## src/hdl/bpr_pkg.sv

```systemverilog
// Shared types and constants for the BPR link travel time block.
// Used by bpr_div_cell, bpr_link_travel_time and the testbench; depends on nothing else.
package bpr_pkg;

	localparam int MAX_EXPONENT = 4;
	localparam int FLOW_BITS    = 16;

	localparam int NUM_W  = 103;
	localparam int DEN_W  = 71;
	localparam int QUO_W  = 32;
	localparam int FT_W   = 24;
	localparam int COST_W = 31;

	localparam logic [15:0] FLOW_MAX = 16'((32'd1 << FLOW_BITS) - 32'd1);
	localparam logic [2:0]  BETA_MAX = 3'(MAX_EXPONENT);
	localparam logic [6:0]  PCT_SCALE = 7'd100;
	localparam logic [COST_W-1:0] COST_MAX = {COST_W{1'b1}};

	localparam logic [1:0] CFG_ALPHA = 2'd0;
	localparam logic [1:0] CFG_BETA  = 2'd1;
	localparam logic [1:0] CFG_LIMIT = 2'd2;

	typedef struct packed {
		logic [NUM_W-1:0] rem;
		logic [DEN_W-1:0] den;
		logic [QUO_W-1:0] quo;
		logic [FT_W-1:0]  ft;
	} div_t;

endpackage

```

## src/hdl/bpr_div_cell.sv

```systemverilog
// One step of the restoring divider chain: resolves a single quotient bit.
// Depends on bpr_pkg for the div_t carrier type.
module bpr_div_cell #(
	parameter int SHIFT = 0
) (
	input  logic         clk,
	input  logic         arst_n,
	input  logic         adv,
	input  logic         in_v,
	input  bpr_pkg::div_t in_d,
	output logic         out_v,
	output bpr_pkg::div_t out_d
);

	logic [bpr_pkg::NUM_W-1:0] dsh;
	logic                      fits;
	bpr_pkg::div_t             nxt;

	always_comb begin
		dsh  = bpr_pkg::NUM_W'(in_d.den) << SHIFT;
		fits = in_d.rem >= dsh;
		nxt  = in_d;
		if (fits) begin
			nxt.rem        = in_d.rem - dsh;
			nxt.quo[SHIFT] = 1'b1;
		end
	end

	always_ff @(posedge clk or negedge arst_n) begin
		if (!arst_n) begin
			out_v <= 1'b0;
		end else if (adv) begin
			out_v <= in_v;
		end
	end

	always_ff @(posedge clk) begin
		if (adv) begin
			out_d <= nxt;
		end
	end

endmodule

```

## config.mk

```make
export PLATFORM = sky130hd
export DESIGN_NAME = bpr_div_cell
export DESIGN_NICKNAME = d
export VERILOG_FILES = /design/src/hdl/bpr_pkg.sv /design/src/hdl/bpr_div_cell.sv
export SDC_FILE = /design/constraint.sdc
export NUM_CORES = 1
export LEC_CHECK = 0
export BUFFER_PORTS_ARGS = -buffer_cell sky130_fd_sc_hd__buf_2
export CAP_MARGIN = 20
export CORE_MARGIN = 1.5
export CORE_UTILIZATION = 25
export DETAILED_ROUTE_END_ITERATION = 12
export PLACE_DENSITY = 0.54
export SYNTH_ARGS = -nofsm -noshare
export SYNTH_HDL_FRONTEND = slang
export SYNTH_SLANG_ARGS = --single-unit
export TNS_END_PERCENT = 50
```

## constraint.sdc

```tcl
create_clock -name clk -period 1.65 [get_ports clk]
set_clock_uncertainty 0.05 [all_clocks]
set_input_delay 0.0825 -clock clk [delete_from_list [all_inputs] [get_ports clk]]
set_output_delay 0.0825 -clock clk [all_outputs]
set_load 0.02 [all_outputs]
```

==> impl_metrics.json <==
{
  "clk_latency_ns": 0.59,
  "finalWirelength_microns": 66730,
  "cts_root_buf": "clkbuf_16",
  "hpwl_microns": 49080,
  "cp-start-kind": "input port",
  "cts_inserted_buffers": 28,
  "switchingPower_uw": 6628,
  "synth_area_leaders": "edfxtp_1 49%, ha_1 6.3%, a21oi_1 5.4%, xnor2_1 3.6%, nor2_1 3.2%",
  "r2r_start": "out_v",
  "timing.critical_path.slowest_cell_delay_ns": 0.45,
  "antenna_found_initial": 3,
  "syn_nets": 1699,
  "cts.clk_slew.worst_paths_ns": 0.06,
  "worst-path-buf-inv": 1,
  "outcome": "finished with violations",
  "fillers": 5046,
  "power.total_uw": 20720,
  "finalCriticalPeriod_ns": 2.615,
  "max_freq_mhz": 382.5,
  "ant_nets": 0,
  "p_leak_uw": 0.01199,
  "p_int_uw": 14090,
  "ys_top_cells_by_count": "230 x edfxtp_1, 153 x a21oi_1, 121 x nor2_1",
  "end_kind": "flop",
  "startpoint": "in_d[128]",
  "synth_area_sq_um": 14080,
  "synth_ff_type": "edfxtp_1",
  "dpl_worst_slack_ns": -1.746,
  "ys_seq_elements": 231,
  "p_comb_frac": 0.357,
  "htreeDepth": 1,
  "synth_cells": 1393,
  "io_buffer_count": 464,
  "cts_buffer_depth": 3,
  "area_delta_synth_final_pct": 96.37,
  "io_pins": 465,
  "yosysTopAreaCell": "edfxtp_1",
  "crit_fanout": 5,
  "initial_core_util": 0.2541,
  "hp-start": "in_d[195]",
  "grt.total_usage": 0.2200,
  "p_clk_frac": 0.284,
  "coreArea_sq_um": 55420,
  "ir_drop_mv": 0.7364,
  "die_h_microns": 240.3,
  "avgSynthCellArea_sq_um": 10.11,
  "drc": 0,
  "power.share.sequential": 0.359,
  "path_delay_family": "compound AO/OA/AOI/OAI gates",
  "drt_iter0_markers": 869,
  "multi_input_area_sq_um": 8324,
  "grt_pass1_vias": 16940,
  "power_density_nw_per_um2": 749.1,
  "drv_slew": 0,
  "vias": 16180,
  "path_class": "in2reg",
  "cp_slowest_cell": "a211o_4",
  "row_count": 86,
  "rsz0062_at_grt": "true",
  "drtPass1Iterations": 5,
  "finalInstanceArea_sq_um": 27660,
  "place.gp.congestion": 0.9072,
  "viasPerCell": 4.667,
  "ys_seq_area_frac": 0.4922,
  "drive_gt1_frac": 0.5243,
  "hold_ws_ns": 0.04146,
  "grt_start_max_net_pins": 57,
  "violations": "setup timing",
  "cts_sinks": 231,
  "async_flop_share": 0.004329,
  "fin_crit_sh": 1.585,
  "hold_viol_final": 0,
  "cp.arrival_ns": 2.91,
  "placed_area_sq_um": 21480,
  "synth-edff-count": 230,
  "register_area_sq_um": 6932,
  "yosys_warnings": 0,
  "cp_cell_sequence": "buf_4, ha_4, nor2b_4, o2111ai_4, a211o_1, a211oi_4, o211ai_4, a211o_4, a2111oi_4, nand3_1, xnor2_1",
  "cts_tree": "built",
  "setup_viol": 104,
  "maxCapViolations": 0,
  "grt_first_pass_wirelength_microns": 97610,
  "holdCritPathClass": "in2reg",
  "ys_types": 84,
  "die_area_sq_um": 57770,
  "slew_headroom": 0.5208,
  "die_w_microns": 240.3,
  "worst_slew_pin_slew_ns": 0.7123,
  "fin_nets": 3007,
  "synth.most_common_cell": "edfxtp_1",
  "setup_ws_ns": -0.9645,
  "synth_top_area_frac": 0.4904,
  "routedWlPerCell_microns": 19.25,
  "cp.required_ns": 1.95,
  "sw_frac_of_total": 0.3199,
  "grt-ovfl-total": 0,
  "diodes": 0
}
-- cells by family (layout without fill, tap and decap cells) --
family | after synthesis | count (layout) | share of synthesized area
and+or+nand+nor | 440 | 440 | 0.1576
AOI/OAI and AO/OA | 401 | 401 | 0.1808
DFF | 231 | 231 | 0.4922
buffers and inverters | 153 | 1478 | 0.04433
xor gates and xnor gates | 90 | 90 | 0.05597
adders and majority gates | 72 | 72 | 0.06450
muxes | 6 | 6 | 0.004620
-- registers in the layout, summed over array words and instances (netlist names) --
name / flops
out_v: 1
out_d: 230
-- metrics by stage --
stage                 util  cells  TNS, ns
finish              0.4991   3466   -87.15
global route        0.4991   3466   -91.05
CTS                 0.4853   3441   -77.76
detailed placement  0.3876   3075  -165.54
global placement    0.3875   3074  -168.31
floorplan                -   1393   -96.00
-- layout by cell type, fill, tap and decap left out, types with 34 or more instances in the layout --
master,netlist,final
nand4_1,35,35
dlygate4sd3_1,0,236
inv_1,99,70
buf_6,2,62
nor2_1,121,97
o21ai_0,69,38
a21o_1,34,34
a21oi_1,153,118
xnor2_1,58,51
buf_2,21,433
buf_4,1,561
ha_4,0,47
edfxtp_1,230,230
nand2_1,120,108
-- what timing repair did --
action,CTS,global route
gates resized for setup,301,126
cloned,7,2
hold buffers,233,3
buffers inserted,84,25
pin swaps,97,72
setup endpoints to repair,104,104
hold endpoints to repair,281,2
-- power groups by stage --
stage,sequential [uW],clock [uW],combinational [uW]
2_1_floorplan,8330,0,2020
3_3_place_gp,7550,0,5980
3_5_place_dp,7550,0,6010
4_1_cts,7440,6070,7080
5_1_grt,7490,6250,7870
6_report,7440,5890,7390
-- cell type report --
class,count,area share
Clock buffer,37,0.02656
Clock inverter,10,0.003936
Inverter,100,0.01511
Multi-Input combinational cell,1009,0.3010
Sequential cell,231,0.2506
Tap cell,748,0.03384
Timing Repair Buffer,1331,0.3689
-- layer usage --
metal  share of wire  vias up  global-route usage  wire length (microns)
li1                -     7775                   -                      -
met1            0.42     7866              0.2710                  28160
met2            0.51      446              0.4025                  34010
met3           0.047       85             0.03123                   3139
met4           0.021        4             0.04993                   1390
met5         0.00046        -                   0                     31
-- path summary, 6_finish.rpt --
path                            cells past startpoint  slack, ns    endpoint
worst max-delay path                               11      -0.96  out_d[228]
worst min register to register                      1       0.48       out_v
worst min-delay path                                4       0.04  out_d[195]
worst max register to register                      1       0.84       out_v
max in group asynchronous                           3       1.12       out_v
min in group asynchronous                           3       0.31       out_v
(Power assumes the default switching activity.)
